[config.mk]
export PLATFORM = sky130hd
export DESIGN_NAME = pfc_opq
export DESIGN_NICKNAME = d
export VERILOG_FILES = /design/src/rtl/pfc_pkg.sv /design/src/rtl/pfc_opq.sv
export SDC_FILE = /design/constraint.sdc
export NUM_CORES = 1
export LEC_CHECK = 0
export CAP_MARGIN = 10
export CORE_MARGIN = 2
export CORE_UTILIZATION = 60
export CTS_CLUSTER_DIAMETER = 60
export CTS_CLUSTER_SIZE = 25
export DETAILED_ROUTE_END_ITERATION = 8
export DONT_BUFFER_PORTS = 1
export GPL_TIMING_DRIVEN = 0
export PLACE_DENSITY = 0.74
export RECOVER_POWER = 25
export SKIP_CTS_REPAIR_TIMING = 1
export SLEW_MARGIN = 20
export SYNTH_ARGS = -nofsm -noshare
export SYNTH_HDL_FRONTEND = slang
export SYNTH_SLANG_ARGS = --single-unit
[constraint.sdc]
create_clock -name clk_i -period 8.14 [get_ports clk_i]
set_input_delay 1.628 -clock clk_i [delete_from_list [all_inputs] [get_ports clk_i]]
set_output_delay 1.628 -clock clk_i [all_outputs]
set_load 0.03 [all_outputs]
[src/rtl/pfc_pkg.sv]
`timescale 1ns / 1ps
// ----------------------------------------------------------------------------
// Palette framebuffer controller package
// Shared constants, codes and the operation record passed from the front end
// to the back end.
// ----------------------------------------------------------------------------
package pfc_pkg;

  localparam int PALETTE_DEPTH = 256;
  localparam int PAL_IDX_W     = (PALETTE_DEPTH > 1) ? $clog2(PALETTE_DEPTH) : 1;
  localparam int CTRL_BYTES    = 16;
  localparam int WINDOW_BYTES  = CTRL_BYTES + 4 * PALETTE_DEPTH;
  localparam int OPQ_DEPTH     = 2;
  localparam int OPQ_PTR_W     = (OPQ_DEPTH > 1) ? $clog2(OPQ_DEPTH) : 1;
  localparam int OPQ_CNT_W     = $clog2(OPQ_DEPTH + 1);

  localparam logic [31:0] MODE_GREY    = 32'd0;
  localparam logic [31:0] MODE_INDEXED = 32'd1;
  localparam logic [7:0]  ALPHA_OPAQUE = 8'hFF;
  localparam logic [3:0]  WORD_BYTES   = 4'd4;

  typedef enum logic [1:0] {
    CMD_READ  = 2'd0,
    CMD_WRITE = 2'd1,
    CMD_PIXEL = 2'd2
  } cmd_e;

  typedef enum logic [1:0] {
    CTRL_ENABLE = 2'd0,
    CTRL_MODE   = 2'd1,
    CTRL_WIDTH  = 2'd2,
    CTRL_HEIGHT = 2'd3
  } ctrl_e;

  typedef enum logic [2:0] {
    OP_NONE,
    OP_ERROR,
    OP_CTRL_RD,
    OP_CTRL_WR,
    OP_PAL_RD,
    OP_PAL_WR,
    OP_PIXEL
  } op_e;

  typedef enum logic [1:0] {
    MCLS_GREY,
    MCLS_INDEXED,
    MCLS_RAW
  } mode_cls_e;

  typedef struct packed {
    op_e                  kind;
    ctrl_e                ctrl;
    logic [PAL_IDX_W-1:0] idx;
    logic                 pix_ok;
    logic [31:0]          data;
  } op_t;

endpackage

[src/rtl/pfc_opq.sv]
`timescale 1ns / 1ps
// ----------------------------------------------------------------------------
// Palette framebuffer controller operation queue
// Short first-in first-out buffer between the front end and the back end.
// ----------------------------------------------------------------------------
module pfc_opq (
  input  logic         clk_i,
  input  logic         rst_ni,
  input  logic         wr_i,
  input  pfc_pkg::op_t wdata_i,
  output logic         full_o,
  input  logic         rd_i,
  output logic         vld_o,
  output pfc_pkg::op_t rdata_o
);

  pfc_pkg::op_t                  store_q [pfc_pkg::OPQ_DEPTH];
  logic [pfc_pkg::OPQ_PTR_W-1:0] wptr_q, wptr_d;
  logic [pfc_pkg::OPQ_PTR_W-1:0] rptr_q, rptr_d;
  logic [pfc_pkg::OPQ_CNT_W-1:0] cnt_q, cnt_d;
  logic                          do_wr, do_rd;

  assign full_o  = (cnt_q == pfc_pkg::OPQ_CNT_W'(pfc_pkg::OPQ_DEPTH));
  assign vld_o   = (cnt_q != '0);
  assign rdata_o = store_q[rptr_q];
  assign do_wr   = wr_i && !full_o;
  assign do_rd   = rd_i && vld_o;

  always_comb begin
    wptr_d = wptr_q;
    rptr_d = rptr_q;
    cnt_d  = cnt_q;
    if (do_wr) begin
      wptr_d = (wptr_q == pfc_pkg::OPQ_PTR_W'(pfc_pkg::OPQ_DEPTH - 1)) ? '0 : wptr_q + 1'b1;
    end
    if (do_rd) begin
      rptr_d = (rptr_q == pfc_pkg::OPQ_PTR_W'(pfc_pkg::OPQ_DEPTH - 1)) ? '0 : rptr_q + 1'b1;
    end
    if (do_wr && !do_rd) begin
      cnt_d = cnt_q + 1'b1;
    end else if (do_rd && !do_wr) begin
      cnt_d = cnt_q - 1'b1;
    end
  end

  always_ff @(posedge clk_i or negedge rst_ni) begin
    if (!rst_ni) begin
      wptr_q <= '0;
      rptr_q <= '0;
      cnt_q  <= '0;
    end else begin
      wptr_q <= wptr_d;
      rptr_q <= rptr_d;
      cnt_q  <= cnt_d;
    end
  end

  always_ff @(posedge clk_i) begin
    if (do_wr) begin
      store_q[wptr_q] <= wdata_i;
    end
  end

endmodule

Word level (Yosys, flattened, before mapping). Memory sizes are Yosys's and may differ from the RTL's. Index checks and enable logic that the tools add are counted.

Bits of input ports: 50. Memories kept: 1. Memory bits (read-only): 0. Output and inout port bits: 48. RAM bits: 92. Register bits: 4. Bits in latches: 0.

Memories: store_q (words 2, width 46, read ports 1, clocked after Yosys merged registers in 0, wr ports 1, RTL line pfc_opq.sv:17) `pfc_pkg::op_t store_q [pfc_pkg::OPQ_DEPTH];`.

Shift-type cells: 0. Equality and inequality tests: 1. Multiplexer cells: 6. Bitwise operators: 0. Multiply operators: 0. $lt $le $gt $ge: 0. Divide/modulo/power cells: 0. Reduce and logical (&&, ||, !) cells: 9. Add/subtract/negate cells: 4.

Operators by type and width (count): $logic_and A1 B1 Y1 (4); $mux W1 (4); $mux W2 (2); $reduce_bool A2 Y1 (2); $logic_not A1 Y1 (3); $add A1 B1 Y1 const B (2); $add A2 B1 Y2 const B (1); $eq A2 B2 Y1 const B (1); $sub A2 B1 Y2 const B (1).

Logic depth before layout (Yosys ltp).
Depth after elaboration: 7. Mapped depth: 7. Gate-level depth less buffers: 7.

Worst setup path after synthesis. Ideal clock, no wire load.

Path type: input to register. Start: input port wr_i. End: memory store_q[0][0] (netlist name), enable pin. Setup slack: 4041 ps. Setup time: 450 ps. Buffers on the path: 0. Data required time: 7690 ps. Arrival: 3649 ps. Stages on the path: 2. Cells stage by stage: nand2_1 nor2_1.

Word-level cells in the longest chain between the ends: 3.

RTL lines: start: declaration (RTL line pfc_opq.sv:9) `input logic wr_i,`; $logic_and A1 B1 Y1 (RTL line pfc_opq.sv:26) `assign do_wr = wr_i && !full_o;`; $mux W1 (RTL line pfc_opq.sv:59) `if (do_wr) begin`; $mux W1 (not written as such) (RTL line pfc_opq.sv:60) `store_q[wptr_q] <= wdata_i;`; end: declaration (RTL line pfc_opq.sv:17).

Every way passes these cells.

==> summary by stage <==
Place
During placement, the flow inserted port buffers numbering 0. The cell area reported after detailed placement is 0.00379 mm^2. Counting tap cells, the placed design contains a total of 239 instances.

At the end of routability-driven placement, the weighted congestion stood at 0.622. The half-perimeter wire length after detailed placement is about 3600 um.

Die
The effective utilization at floorplan is 0.619. The core region area is roughly 0.0059 mm^2. The die outline height is 81.9 um. just under 100 I/O pins were placed. The total number of placement rows is 28. The horizontal die dimension is 81.9 um. The die footprint is approximately 0.0067 mm^2.

Critical path
Together, buffers and inverters on the worst path number 2. Data arrives at the worst endpoint at 1.44 ns. The critical path start-end classification is reg -> out. The critical path goes through buf_6 > buf_6 > mux2_4. The element type at the critical path start is a flop. By instance count, the cell type seen most on the critical path is buf_6.

The cell type of the slowest stage on the worst timing path is dfrtp_1. STA puts the critical path data required time at ~6.5 ns. In this run the worst path has a maximum fanout of 10. The critical path capture point type is an output port. The family with the most delay on the worst path is flip-flops.

The stage delay of the slowest cell on the critical path is about 0.37 ns.

Synth
The count of cell types in the netlist is 16. The total of flip-flops plus latches after synthesis is 96. The number of nets handed over by synthesis was approximately 210. After synthesis, the mean cell area works out to 22.5 um^2. The cell area after technology mapping is roughly 0.0036 mm^2. Synthesis produced 162 cells. The number of warnings reported in the yosys synthesis log is 0. Of the synthesized area, sequential elements account for 0.786.

Drt
The detailed-route wire length per cell is about 20 um. For this run, the detailed router's first-pass iteration total came to 4. The via count normalized by instance count is around 5.5. The detail route stage leaves a number of antenna-violating nets equal to 0. In this run, the number of DRC markers left after iteration 0 of detailed routing was 95. The count of unresolved DRC violations after routing is 0. The vias after detailed routing is between 1000 and 1500. The sum of routed wire length over all layers is around 5000 um.

GRT
The first global-routing pass estimated around 7300 um of wire. The total overflow left after global routing is 0. In the global route stage, overall resource usage came out at 0.156. The number of global-route vias before repair is roughly 1500. Entering global routing, the biggest net connects 29 pins.

The initial antenna violation count is 0.

CTS
No sink is reached through more buffers than the 2 on the longest clock path. The number of sinks handled by clock tree synthesis is 96. Clock-pin slew was measured on the worst setup and hold paths at approximately 0.08 ns. CTS built an H-tree with a depth of 3.

TritonCTS built the clock tree. Clock tree synthesis selected as its root buffer the cell clkbuf_8. In this run, CTS created clock tree buffers numbering 9. The clock latency at the later pin of the worst-skew pair is 0.34 ns.

Power and ir drop
The maximum resistive drop on vdd is between 0.3 and 0.4 mV. For this design the static power due to leakage is between 1 and 1.5 nW. Dividing total power by cell area gives a power density of around 400 mW/mm^2.

STA
The hold violation total from the final report is 0. After routing, the total negative slack on setup checks comes to 0 ns. Hold timing on the final database bottoms out at a slack of 0.521 ns. For the pin with the worst max-slew slack, the measured transition is just over 0.7 ns. Setup repair after global routing left no endpoint under its margin. The worst pin sits at a relative slew slack of 0.525. Setup violations remaining at the end of the flow were counted as 0. The final number of max-transition violations is 0. The final cycle utilization of the critical path is 0.376. The clock skew is 0.00847 ns.

The maximum clock frequency is 326 MHz. After layout, the minimum clock period comes to 3.06 ns.

Cells and area
The antenna diode instance count is 0. Excluding fillers, the count of instances in the completed layout stands at ~260. Of the cells placed in the final design, the portion with a size suffix greater than 1 is 0.394. After routing the design area is 0.00399 mm^2. The area growth from synthesis to layout is 9.58%. For this run, the post-layout net count is 226.

Run
Max-cap violations in this run came to 0.

Min path
The worst hold path belongs to the class reg -> reg.

Run status
The flow ran to the end, and the final reports show no timing, DRC or antenna violations.
-- synth_stat cells, drive strengths merged --
master,instances,share of area
inv,2,0.0021
and3,1,0.0017
nand2,2,0.0027
edfxtp,92,0.76
ha,1,0.0034
xnor2,3,0.0072
xor2,2,0.0048
or2,1,0.0017
dfrtp,4,0.027
nand2b,1,0.0017
mux2,46,0.17
nor2,2,0.0021
buf,5,0.014
-- state kept, by name (all words and copies together) (netlist names) --
| register | cells |
|---|---|
| wptr_q | 1 |
| rptr_q | 1 |
| cnt_q | 2 |
| store_q | 92 |
-- worst paths after layout --
| path | start | endpoint | slack, ns | cells after the start |
|---|---|---|---|---|
| min | cnt_q[1] | cnt_q[1] | 0.52 | 1 |
| min reg2reg | cnt_q[1] | cnt_q[1] | 0.52 | 1 |
| max in group asynchronous | rst_ni | cnt_q[1] | 7.10 | 0 |
| max | rptr_q | rdata_o[42] | 5.08 | 3 |
| min in group asynchronous | rst_ni | cnt_q[0] | 0.97 | 0 |
| max reg2reg | cnt_q[0] | store_q[0][43] | 6.34 | 4 |
-- cell type report --
cell class / count / area [um^2]
timing repair buffer: 2 / 47.5
inverter: 2 / 7.51
tap: 75 / 93.8
clock inverter: 4 / 53.8
buffer: 5 / 50.0
sequential: 96 / 2860
fill: 385 / 1890
multi-input combinational: 59 / 732
clock buffer: 12 / 145
-- power breakdown --
group	internal (W)	leakage (nW)	switching [W]	total (W)
Clock	0.000151	0.0928	0.000147	0.000298
Combinational	0.000216	0.417	0.000398	0.000615
Sequential	0.000676	0.901	0.0000324	0.000709
-- logic make-up after synthesis --
family        count (synthesis)  synth area share
xor+xnor                      5            0.0120
simple gates                  7           0.00996
fa+ha+maj                     1           0.00343
mux                          46             0.173
buf+inv                       7            0.0158
flops                        96             0.786
-- through the flow --
| stage | total power (W) | worst slack, ns | util |
|---|---|---|---|
| 6_report | 0.00162 | 5.08 | 0.678 |
| 5_1_grt | 0.00169 | 5.00 | 0.678 |
| 4_1_cts | 0.00164 | 5.03 | 0.678 |
| 3_5_place_dp | 0.00135 | 5.29 | 0.645 |
| 3_3_place_gp | 0.00131 | 3.31 | 0.635 |
| 2_1_floorplan | 0.00126 | 4.04 | - |
-- cell usage in the layout (no fill, tap or decap) --
master      Yosys  routed
clkinv_4        0       1
ha_1            1       1
nor2_4          0       1
nand2b_1        1       1
clkinvlp_4      0       2
buf_2           1       1
mux2_2         16      16
buf_6           4       4
nand2_2         1       1
buf_16          0       1
buf_12          0       1
nand2_1         1       1
clkbuf_1        0       2
xnor2_1         3       3
clkbuf_8        0      10
and3_2          0       1
bufinv_16       0       1
xor2_1          2       2
edfxtp_1       92      92
mux2_4         30      30
dfrtp_1         4       4
or2_2           1       1
inv_1           2       2
nor2_1          2       1
-- metal layers --
layer / vias up / track usage / part of all wire
met1: 678 / 0.166 / 0.35
met5: - / 0 / 0
li1: 652 / - / -
met4: 0 / 0.0800 / 0.013
met3: 7 / 0.0857 / 0.13
met2: 74 / 0.250 / 0.51
No activity file was read; power rests on OpenSTA's default activity.
