$ cat config.mk
export PLATFORM = sky130hd
export DESIGN_NAME = pfc_front
export DESIGN_NICKNAME = d
export VERILOG_FILES = /design/src/rtl/pfc_pkg.sv /design/src/rtl/pfc_front.sv
export SDC_FILE = /design/constraint.sdc
export NUM_CORES = 1
export LEC_CHECK = 0
export BUFFER_PORTS_ARGS = -buffer_cell sky130_fd_sc_hd__buf_2
export CORE_ASPECT_RATIO = 1.2
export CORE_MARGIN = 3
export CORE_UTILIZATION = 45
export DETAILED_ROUTE_END_ITERATION = 6
export PLACE_DENSITY = 0.73
export REMOVE_ABC_BUFFERS = 1
export SLEW_MARGIN = 40
export SYNTH_ARGS = -nofsm -noshare
export SYNTH_HDL_FRONTEND = slang
export SYNTH_SLANG_ARGS = --single-unit
$ cat constraint.sdc
create_clock -name clk_i -period 4.84 [get_ports clk_i]
set_input_delay 0.484 -clock clk_i [delete_from_list [all_inputs] [get_ports clk_i]]
set_output_delay 0.484 -clock clk_i [all_outputs]
set_load 0.02 [all_outputs]
$ cat src/rtl/pfc_pkg.sv
`timescale 1ns / 1ps
// ----------------------------------------------------------------------------
// Palette framebuffer controller package
// Shared constants, codes and the operation record passed from the front end
// to the back end.
// ----------------------------------------------------------------------------
package pfc_pkg;

  localparam int PALETTE_DEPTH = 256;
  localparam int PAL_IDX_W     = (PALETTE_DEPTH > 1) ? $clog2(PALETTE_DEPTH) : 1;
  localparam int CTRL_BYTES    = 16;
  localparam int WINDOW_BYTES  = CTRL_BYTES + 4 * PALETTE_DEPTH;
  localparam int OPQ_DEPTH     = 2;
  localparam int OPQ_PTR_W     = (OPQ_DEPTH > 1) ? $clog2(OPQ_DEPTH) : 1;
  localparam int OPQ_CNT_W     = $clog2(OPQ_DEPTH + 1);

  localparam logic [31:0] MODE_GREY    = 32'd0;
  localparam logic [31:0] MODE_INDEXED = 32'd1;
  localparam logic [7:0]  ALPHA_OPAQUE = 8'hFF;
  localparam logic [3:0]  WORD_BYTES   = 4'd4;

  typedef enum logic [1:0] {
    CMD_READ  = 2'd0,
    CMD_WRITE = 2'd1,
    CMD_PIXEL = 2'd2
  } cmd_e;

  typedef enum logic [1:0] {
    CTRL_ENABLE = 2'd0,
    CTRL_MODE   = 2'd1,
    CTRL_WIDTH  = 2'd2,
    CTRL_HEIGHT = 2'd3
  } ctrl_e;

  typedef enum logic [2:0] {
    OP_NONE,
    OP_ERROR,
    OP_CTRL_RD,
    OP_CTRL_WR,
    OP_PAL_RD,
    OP_PAL_WR,
    OP_PIXEL
  } op_e;

  typedef enum logic [1:0] {
    MCLS_GREY,
    MCLS_INDEXED,
    MCLS_RAW
  } mode_cls_e;

  typedef struct packed {
    op_e                  kind;
    ctrl_e                ctrl;
    logic [PAL_IDX_W-1:0] idx;
    logic                 pix_ok;
    logic [31:0]          data;
  } op_t;

endpackage

$ cat src/rtl/pfc_front.sv
`timescale 1ns / 1ps
// ----------------------------------------------------------------------------
// Palette framebuffer controller front end
// Holds the window base, tests each item against the register window and
// turns it into an operation record.
// ----------------------------------------------------------------------------
module pfc_front (
  input  logic               clk_i,
  input  logic               rst_ni,
  input  logic               cfg_we_i,
  input  logic [31:0]        cfg_wdata_i,
  input  logic [1:0]         command_i,
  input  logic [31:0]        bus_address_i,
  input  logic [3:0]         access_size_i,
  input  logic [31:0]        write_data_i,
  input  logic [31:0]        pixel_word_i,
  output pfc_pkg::op_t       op_o
);

  logic [31:0] base_q, base_d;
  logic [32:0] limit_q, limit_d;
  logic [32:0] addr_end;
  logic [31:0] off;
  logic [29:0] pal_word;
  logic        in_win;
  logic        aligned;
  logic        is_ctrl;
  logic        is_wr;

  assign base_d  = cfg_wdata_i;
  assign limit_d = {1'b0, cfg_wdata_i} + 33'(pfc_pkg::WINDOW_BYTES);

  always_ff @(posedge clk_i or negedge rst_ni) begin
    if (!rst_ni) begin
      base_q  <= '0;
      limit_q <= 33'(pfc_pkg::WINDOW_BYTES);
    end else if (cfg_we_i) begin
      base_q  <= base_d;
      limit_q <= limit_d;
    end
  end

  assign addr_end = {1'b0, bus_address_i} + {29'd0, access_size_i};
  assign in_win   = (bus_address_i >= base_q) && (addr_end <= limit_q);
  assign off      = bus_address_i - base_q;
  assign aligned  = (access_size_i == pfc_pkg::WORD_BYTES) && (bus_address_i[1:0] == 2'b00);
  assign is_ctrl  = (off[31:4] == 28'd0);
  assign pal_word = off[31:2] - 30'd4;
  assign is_wr    = (command_i == pfc_pkg::CMD_WRITE);

  always_comb begin
    op_o        = '0;
    op_o.kind   = pfc_pkg::OP_NONE;
    op_o.ctrl   = pfc_pkg::ctrl_e'(off[3:2]);
    op_o.idx    = pal_word[pfc_pkg::PAL_IDX_W-1:0];
    op_o.pix_ok = 1'b0;
    op_o.data   = write_data_i;
    unique case (command_i)
      pfc_pkg::CMD_READ, pfc_pkg::CMD_WRITE: begin
        if (in_win) begin
          if (!aligned) begin
            op_o.kind = pfc_pkg::OP_ERROR;
          end else if (is_ctrl) begin
            op_o.kind = is_wr ? pfc_pkg::OP_CTRL_WR : pfc_pkg::OP_CTRL_RD;
          end else begin
            op_o.kind = is_wr ? pfc_pkg::OP_PAL_WR : pfc_pkg::OP_PAL_RD;
          end
        end
      end
      pfc_pkg::CMD_PIXEL: begin
        op_o.kind   = pfc_pkg::OP_PIXEL;
        op_o.data   = pixel_word_i;
        op_o.idx    = pixel_word_i[pfc_pkg::PAL_IDX_W-1:0];
        op_o.pix_ok = ({1'b0, pixel_word_i[7:0]} < 9'(pfc_pkg::PALETTE_DEPTH));
      end
      default: begin
        op_o.kind = pfc_pkg::OP_NONE;
      end
    endcase
  end

endmodule

== Word level (Yosys, flattened, before mapping) ==
Cells that the tools add are included.

* Input bits: 137
* Memory bits (writable): 0
* Memories: 0
* Memory bits (read-only): 0
* Bits in registers: 65
* Output and inout bits: 46
* Latch bits: 0

* Reduce and logical (&&, ||, !) cells: 6
* Shift operators: 0
* Add/subtract/negate cells: 4
* Divide/modulo/power cells: 0
* $mul: 0
* Muxes and demuxes: 7
* Equal/unequal tests: 3
* $lt $le $gt $ge: 2
* Bitwise logic cells: 0

{| class="wikitable"
|+ Operators with widths
! cell !! count
|-
| $mux 41 || 1
|-
| $add 32x11->33 const B || 1
|-
| $add 32x4->33 || 1
|-
| $le 33x33->1 || 1
|-
| $ge 32x32->1 || 1
|-
| $sub 32x32->32 || 1
|-
| $logic_not 28->1 || 1
|-
| $mux 3 || 3
|-
| $sub 8x3->8 const B || 1
|-
| $pmux 3 s2 || 1
|-
| $eq 4x3->1 const B || 1
|-
| $logic_not 2->1 || 2
|-
| $eq 2x1->1 const B || 1
|-
| $eq 2x2->1 const B || 1
|-
| $logic_and 1x1->1 || 2
|-
| $mux 1 || 2
|-
| $reduce_or 2->1 || 1
|}

== Logic depth before layout (Yosys ltp) ==
Gate-level depths: netlist of run 1.

* Depth in word-level cells: 6
* Gate-level depth with buffers: 24
* Mapped depth without buffers: 24

== Worst setup path after synthesis of run 1 ==
OpenSTA, ideal clock, no wires.

* Kind: input port to output port
* Start point: input port bus_address_i[0]
* End point: output port op_o[45] in the netlist's numbering
* Arrival: 4.701 ns
* Slack: -0.345 ns
* Cell stages on the path: 23
* Required time: 4.356 ns
* Cells stage by stage: ha_1 -> inv_1 -> fa_1 -> nor2b_1 -> o21ai_0 -> nand2b_1 -> nand4_1 -> nor3_1 -> and2_1 -> nand2b_1 -> nand2b_1 -> nor2_1 -> xor2_1 -> ha_1 -> a21o_1 -> a21o_1 -> a21oi_1 -> nor2_1 -> a2111oi_0 -> nor2_1 -> nor4_1 -> o32ai_1 -> o31ai_1

{| class="wikitable"
|+ RTL lines
! item !! line !! source
|-
| from (decl) || pfc_front.sv:13 || <nowiki>input logic [31:0] bus_address_i,</nowiki>
|-
| to (decl) || pfc_front.sv:17 || <nowiki>output pfc_pkg::op_t op_o</nowiki>
|}

==> run metrics, run 1 <==
clk slew on worst S/H paths 0.06 ns; Worst Path Required 4.36 ns; synth cell count leaders nand2_1, inv_1, ha_1; measured slew at the worst slew-check pin 0.6496 ns; ratio of final minimum period to clock period 104.2%; crit-path max FO 3; EDFF count, synth 0; Yosys top cell area share 21.38%; top-count cell post-synth nand2_1; Fin. Hold Viols 0; starting density of the core 46.92%; Post-Synthesis Cells 956; port buffer count 182; Slew Limit Headroom 56.36%; DR DRC count 0; sequential element share of the synthesized area 22.15%; clk_lat worst skew 0.34 ns; largest net degree at the start of global routing 101; Post-synth ARST share 100.0%; Synth Area in XOR/XNOR 9.514%; RD Place Congestion 0.9346; Vert. Die Dim 141.7 microns; failing checks negative setup slack; non-filler cells, final 1,343; Root Buffer clkbuf_16; Synth Area in Simple Gates 26.22%; Synth area leader dfrtp_1; largest family of logic cells by synthesized area simple AND/OR/NAND/NOR gates; Top FF cell, synth dfrtp_1; Routed WL 21,580 microns; worst hold path class in -> async; Synth area leaders dfrtp_1, ha_1, nand2_1, a21oi_1, xor2_1; H-tree depth 3; mux share of post-synthesis cell area 0.9786%; number of diodes 0; DRT iter0 DRCs 402; CTS Buf Count 9; clk_skew 0 ns; crit path DAT 4.56 ns; # rows 48; Filler cells 1,417; share of cells above drive strength 1 23.80%; Clock Path Buffers 2; complex-gate fraction of the synthesized area 20.91%; Worst VDD drop 0.1345 mV; Overall Global Routing Usage 25.01%; nature of the critical path endpoint output pin; Vias 7,378; fmax 198.3 MHz; Crit Path Class in -> out; Place WS -0.6097 ns; Die X 119.1 microns; post-synthesis cell area 6904 sq um; total leakage power 4.188 nW; fin crit period 5.044 ns; vias per inst 5.494; Final Max Slew Viols 0; Final setup violation count 3; CTS tree done; first-pass GRT wire length 34,110 microns; Worst setup SP type primary input; post-route ant nets 0; Layout area overhead 23.09%; vias in the first global route 6,953; Yosys Warn Count 0; syn avg cell area 7.222 sq um; drt wl/cell 16.07 microns; Core Box Area 14,710 sq um; unrepaired setup endpoints after global routing yes; io pins 183; status finished with violations; library cells used by synthesis 71; die area 16,870 sq um; fin nets 1,348; Max-Cap Viols 0; Seq cells post-synth 61; initial antenna violation count 0; placed cell count 1,322; cell area power density 255.0 nW/um^2; final worst slack -0.2038 ns; adder-cell share of the synthesized area 13.34%; Sink Count 61; drt first pass iters 5; dpl hpwl 17,360 microns; grt ovf 0
[per-layer routing]
layer | wire [microns] | global-route usage (%) | vias to the layer above
met1 | 9240 | 30.53 | 3428
li1 | - | - | 3666
met4 | 312 | 6.162 | 0
met5 | 0 | 0 | -
met2 | 10640 | 45.13 | 263
met3 | 1387 | 4.864 | 21
[what timing repair did]
item,CTS,global route
resized for setup,23,6
gates cloned,0,0
hold buffers,0,0
setup buffers,5,0
setup endpoints to repair,3,3
pin swaps,20,12
[cell families after synthesis]
| logic type | after synthesis |
|---|---|
| AO/OA/AOI/OAI | 224 |
| XOR/XNOR | 75 |
| adder cells (fa/ha/maj) | 73 |
| buffers and inverters | 120 |
| flip-flops | 61 |
| multiplexers | 6 |
| AND/OR/NAND/NOR | 397 |
[cell type report]
cell class / count / area [sq um] / share of cell area (%)
well taps: 200 / 250.2 / 2.945
clock buffers: 11 / 232.7 / 2.739
flip-flops and latches: 61 / 1529 / 17.99
multi-input cells: 775 / 4987 / 58.69
inverters: 79 / 296.5 / 3.489
clock inverters: 5 / 27.53 / 0.3239
repair buffers: 212 / 1175 / 13.83
[stage by stage]
stage / power [mW] / hold slack [ns] / TNS [ns] / util [%] / instance area [sq um]
after floorplan: 1.217 / 0.1884 / -0.4621 / - / 6725
after global placement: 1.538 / 0.4965 / -1.554 / 54.89 / 8077
after detailed placement: 1.553 / 0.5151 / -1.723 / 54.89 / 8077
after CTS: 2.162 / 0.3529 / -0.2366 / 57.53 / 8464
after global routing: 2.296 / 0.2836 / -1.098 / 57.76 / 8498
final: 2.167 / 0.2176 / -0.4757 / 57.76 / 8498
[placed cells by master, fill, tap and decap left out, drive strengths merged, types with 5 or more instances in the layout]
cell | Yosys | final
nor3 | 19 | 19
nor2b | 10 | 10
xnor2 | 37 | 37
a31oi | 6 | 6
o211ai | 7 | 7
nand4 | 28 | 28
and3 | 8 | 8
nand2b | 8 | 8
nand2 | 198 | 198
clkbuf | 28 | 11
a21oi | 74 | 74
nor4 | 5 | 5
xor2 | 38 | 38
o21ai | 67 | 67
nand3 | 26 | 26
ha | 72 | 72
or2 | 6 | 6
o21a | 9 | 9
buf | 13 | 212
o21bai | 6 | 6
a21o | 16 | 16
dfrtp | 59 | 59
inv | 79 | 79
a211o | 5 | 5
nor2 | 71 | 71
a2111oi | 7 | 7
a211oi | 6 | 6
[critical path, cell delays in order]
cell and delay, ns:
buf_8 0.08, ha_4 0.13, inv_2 0.03, fa_2 0.32
nor2b_1 0.13, o21ai_1 0.07, nand2b_1 0.13, nand4_1 0.18
nor3_2 0.27, and2_4 0.21, nand2b_4 0.06, nand2b_4 0.15
nor2_4 0.08, xor2_1 0.14, ha_1 0.26, a21o_1 0.16
a21o_1 0.16, a21oi_2 0.11, nor2_1 0.05, a2111oi_2 0.28
nor2_1 0.12, nor4_2 0.30, o32ai_2 0.18, o31ai_1 0.26
buf_2 0.20
[where the power goes]
part	internal [mW]	switching [mW]	total (mW)
Clock	0.343	0.247	0.590
Sequential	0.558	0.0179	0.576
Combinational	0.388	0.612	1.00
[state kept, by name (all words and copies together), names as in the netlist]
name	cells
limit_q	29
base_q	32
[final timing paths]
check	startpoint	endpoint	slack (ns)	cells past startpoint
max in group asynchronous	rst_ni	limit_q[23]	4.20	2
min in group clk_i	cfg_wdata_i[2]	base_q[2]	0.37	3
hold / removal	rst_ni	base_q[5]	0.22	2
setup reg to reg	limit_q[10]	limit_q[10]	4.05	2
setup / recovery	access_size_i[0]	op_o[45]	-0.20	25
hold reg to reg	limit_q[10]	limit_q[10]	0.52	2
No activity file was read; power rests on OpenSTA's default activity.
==> run 2: changes to the inputs <==
--- a/config.mk
+++ b/config.mk
@@ -5,12 +5,14 @@
 export SDC_FILE = /design/constraint.sdc
 export NUM_CORES = 1
 export LEC_CHECK = 0
+export ABC_AREA = 1
 export BUFFER_PORTS_ARGS = -buffer_cell sky130_fd_sc_hd__buf_2
 export CORE_ASPECT_RATIO = 1.2
 export CORE_MARGIN = 3
 export CORE_UTILIZATION = 45
+export CTS_BUF_LIST = sky130_fd_sc_hd__clkbuf_8
 export DETAILED_ROUTE_END_ITERATION = 6
-export PLACE_DENSITY = 0.73
+export PLACE_DENSITY = 0.69
 export REMOVE_ABC_BUFFERS = 1
 export SLEW_MARGIN = 40
 export SYNTH_ARGS = -nofsm -noshare
==> constraint.sdc (replaced) <==
create_clock -name clk_i -period 5.3 [get_ports clk_i]
set_input_delay 0.53 -clock clk_i [delete_from_list [all_inputs] [get_ports clk_i]]
set_output_delay 0.53 -clock clk_i [all_outputs]
set_load 0.02 [all_outputs]
==> run metrics, run 2 <==
CTS tree done; Buf/Inv on CP 3 (unchanged); nature of the critical path endpoint output pin; fmax 213.6 MHz; Synth area leader nand2_1; syn avg cell area 5.960 sq um (-17%); ratio of final minimum period to clock period 88.32%; crit-path max FO 3 (unchanged); library cells used by synthesis 48 (-32%); sequential element share of the synthesized area 19.80% (-2.3 points); Biggest register base_q; Core Box Area 16,530 sq um (+12%); clk_skew 0 ns (unchanged); Slowest cell on crit path fa_1; fin nets 1,684 (+25%); unrepaired setup endpoints after global routing no; Top FF cell, synth dfrtp_1; Synth area leaders nand2_1, dfrtp_1, inv_1, ha_1, nor2_1; Die X 125.6 microns (+5.5%); Final Max Slew Viols 0 (unchanged); drt wl/cell 14.04 microns (-13%); Worst VDD drop 0.1406 mV (+4.6%); largest net degree at the start of global routing 67 (-34%); post-synthesis cell area 7724 sq um (+12%); status finished, final reports clean; Root Buffer clkbuf_8; CTS Buf Count 9 (unchanged); Slew Limit Headroom 47.89% (-8.5 points); clk_lat worst skew 0.34 ns (about the same); Sink Count 61 (unchanged); Final setup violation count 0 (-3); worst hold path class in -> async; largest registers base_q x32, limit_q x29; first-pass GRT wire length 38,480 microns (+13%); port buffer count 182 (unchanged); synth cell count leaders nand2_1, inv_1, nor2_1; Clock Path Buffers 2 (unchanged); Yosys Warn Count 0 (unchanged); Worst Path Required 4.77 ns (+0.41 ns); clk slew on worst S/H paths 0.07 ns (about the same); RD Place Congestion 0.9348 (about the same); EDFF count, synth 0 (unchanged); vias in the first global route 8,033 (+16%); number of diodes 0 (unchanged); total leakage power 5.322 nW (+27%); H-tree depth 3 (unchanged); Vert. Die Dim 149.5 microns (+5.5%); # hold bufs at CTS 0 (unchanged); CP peak stage delay 0.42 ns (+0.10 ns); # rows 51 (+6.3%); die area 18,780 sq um (+11%); Vias 8,373 (+13%); Crit Path Class in -> out; Routed WL 23,730 microns (+10%); grt ovf 0 (unchanged); Post-CTS Setup Bufs 0 (-5); initial antenna violation count 0 (unchanged); share of cells above drive strength 1 17.12% (-6.7 points); Post-synth ARST share 100.0% (unchanged); fin crit period 4.681 ns; most common cell after layout, fill and taps aside nand2_1; Design Power 1.871 mW (-14%); max reg flops 32 (unchanged); most frequent cells in the layout nand2_1, inv_1, buf_2; Seq cells post-synth 61 (unchanged); Yosys top cell area share 22.45% (+1.1 points); Resize count post-CTS 0 (-100%); io pins 183 (unchanged); Filler cells 1,782 (+26%); drt first pass iters 6 (+1); setup TNS 0 ns (+0.4757 ns); Overall Global Routing Usage 25.37% (+0.36 points); cell area power density 206.6 nW/um^2 (-19%); DR DRC count 0 (unchanged); Post-Synthesis Cells 1,296 (+36%); starting density of the core 46.73% (-0.19 points); measured slew at the worst slew-check pin 0.7807 ns (+0.1312 ns); post-route ant nets 0 (unchanged); Max-Cap Viols 0 (unchanged); Top Family by Delay on Critical Path simple AND/OR/NAND/NOR gates; crit path DAT 4.15 ns (-0.41 ns); most used cell, CP nand2_1; DRT iter0 DRCs 324 (-19%); Worst setup SP type primary input; dpl hpwl 20,460 microns (+18%); vias per inst 4.954 (-9.8%); Layout area overhead 17.28%; Fin. Hold Viols 0 (unchanged); top-count cell post-synth nand2_1
==> run 2: logic make-up (layout without fill, tap and decap cells) <==
| group | count (synthesis) | after routing | share of synthesized area, % |
|---|---|---|---|
| XOR/XNOR | 44 | 44 | 5.184 |
| AO/OA/AOI/OAI | 135 | 135 | 10.19 |
| AND/OR/NAND/NOR | 707 | 707 | 39.41 |
| multiplexers | 1 | 1 | 0.1296 |
| buffers and inverters | 275 | 457 | 13.36 |
| flip-flops | 61 | 61 | 19.80 |
| adder cells (fa/ha/maj) | 73 | 73 | 11.92 |
==> run 2: path summary, 6_finish.rpt <==
| path | slack, ns | depth (start not counted) | endpoint | start |
|---|---|---|---|---|
| max reg2reg | 4.49 | 2 | limit_q[10] | limit_q[10] |
| min reg2reg | 0.50 | 2 | limit_q[32] | limit_q[32] |
| max | 0.62 | 25 | op_o[44] | access_size_i[0] |
| min | 0.25 | 2 | limit_q[12] | rst_ni |
| max in group asynchronous | 4.64 | 2 | base_q[20] | rst_ni |
| min in group clk_i | 0.38 | 3 | base_q[0] | cfg_wdata_i[0] |
==> run 2: per-stage QoR <==
stage	std cells	setup WS, ns	cell area (sq um)	hold WS, ns	util (%)
after global routing	1690	0.2871	9059	0.2806	54.81
after floorplan	1277	0.8808	7652	0.2344	-
after global placement	1675	0.6843	8861	0.4732	53.62
final	1690	0.6192	9059	0.2464	54.81
after CTS	1690	0.6445	9055	0.3503	54.79
after detailed placement	1675	0.6526	8861	0.4745	53.62
==> run 2: power by group <==
| part | internal (mW) | switching, mW | total, mW | leakage [nW] |
|---|---|---|---|---|
| Clock | 0.236 | 0.179 | 0.415 | 0.108 |
| Combinational | 0.325 | 0.609 | 0.934 | 4.48 |
| Sequential | 0.509 | 0.0129 | 0.521 | 0.735 |
==> run 2: layout make-up <==
cell class | instances | area [sq um] | area share [%]
Timing Repair Buffer | 186 | 944.7 | 10.43
Clock buffer | 11 | 151.4 | 1.671
Tap cell | 212 | 265.3 | 2.928
Sequential cell | 61 | 1529 | 16.88
Multi-Input combinational cell | 960 | 5165 | 57.02
Clock inverter | 4 | 42.54 | 0.4696
Inverter | 256 | 960.9 | 10.61
==> run 2: worst register-to-register path, delay by kind of cell, from the launching register on <==
family	cells	cell delay, ns
flops	1	0.53
compound gates	1	0.17
simple gates	1	0.04
==> run 2: per-layer routing <==
metal	vias to the layer above	wire length, microns	global-route usage [%]
met5	-	0	0
met4	0	952	11.01
met3	56	1460	4.713
met2	250	11630	46.33
met1	3678	9684	28.80
li1	4389	-	-
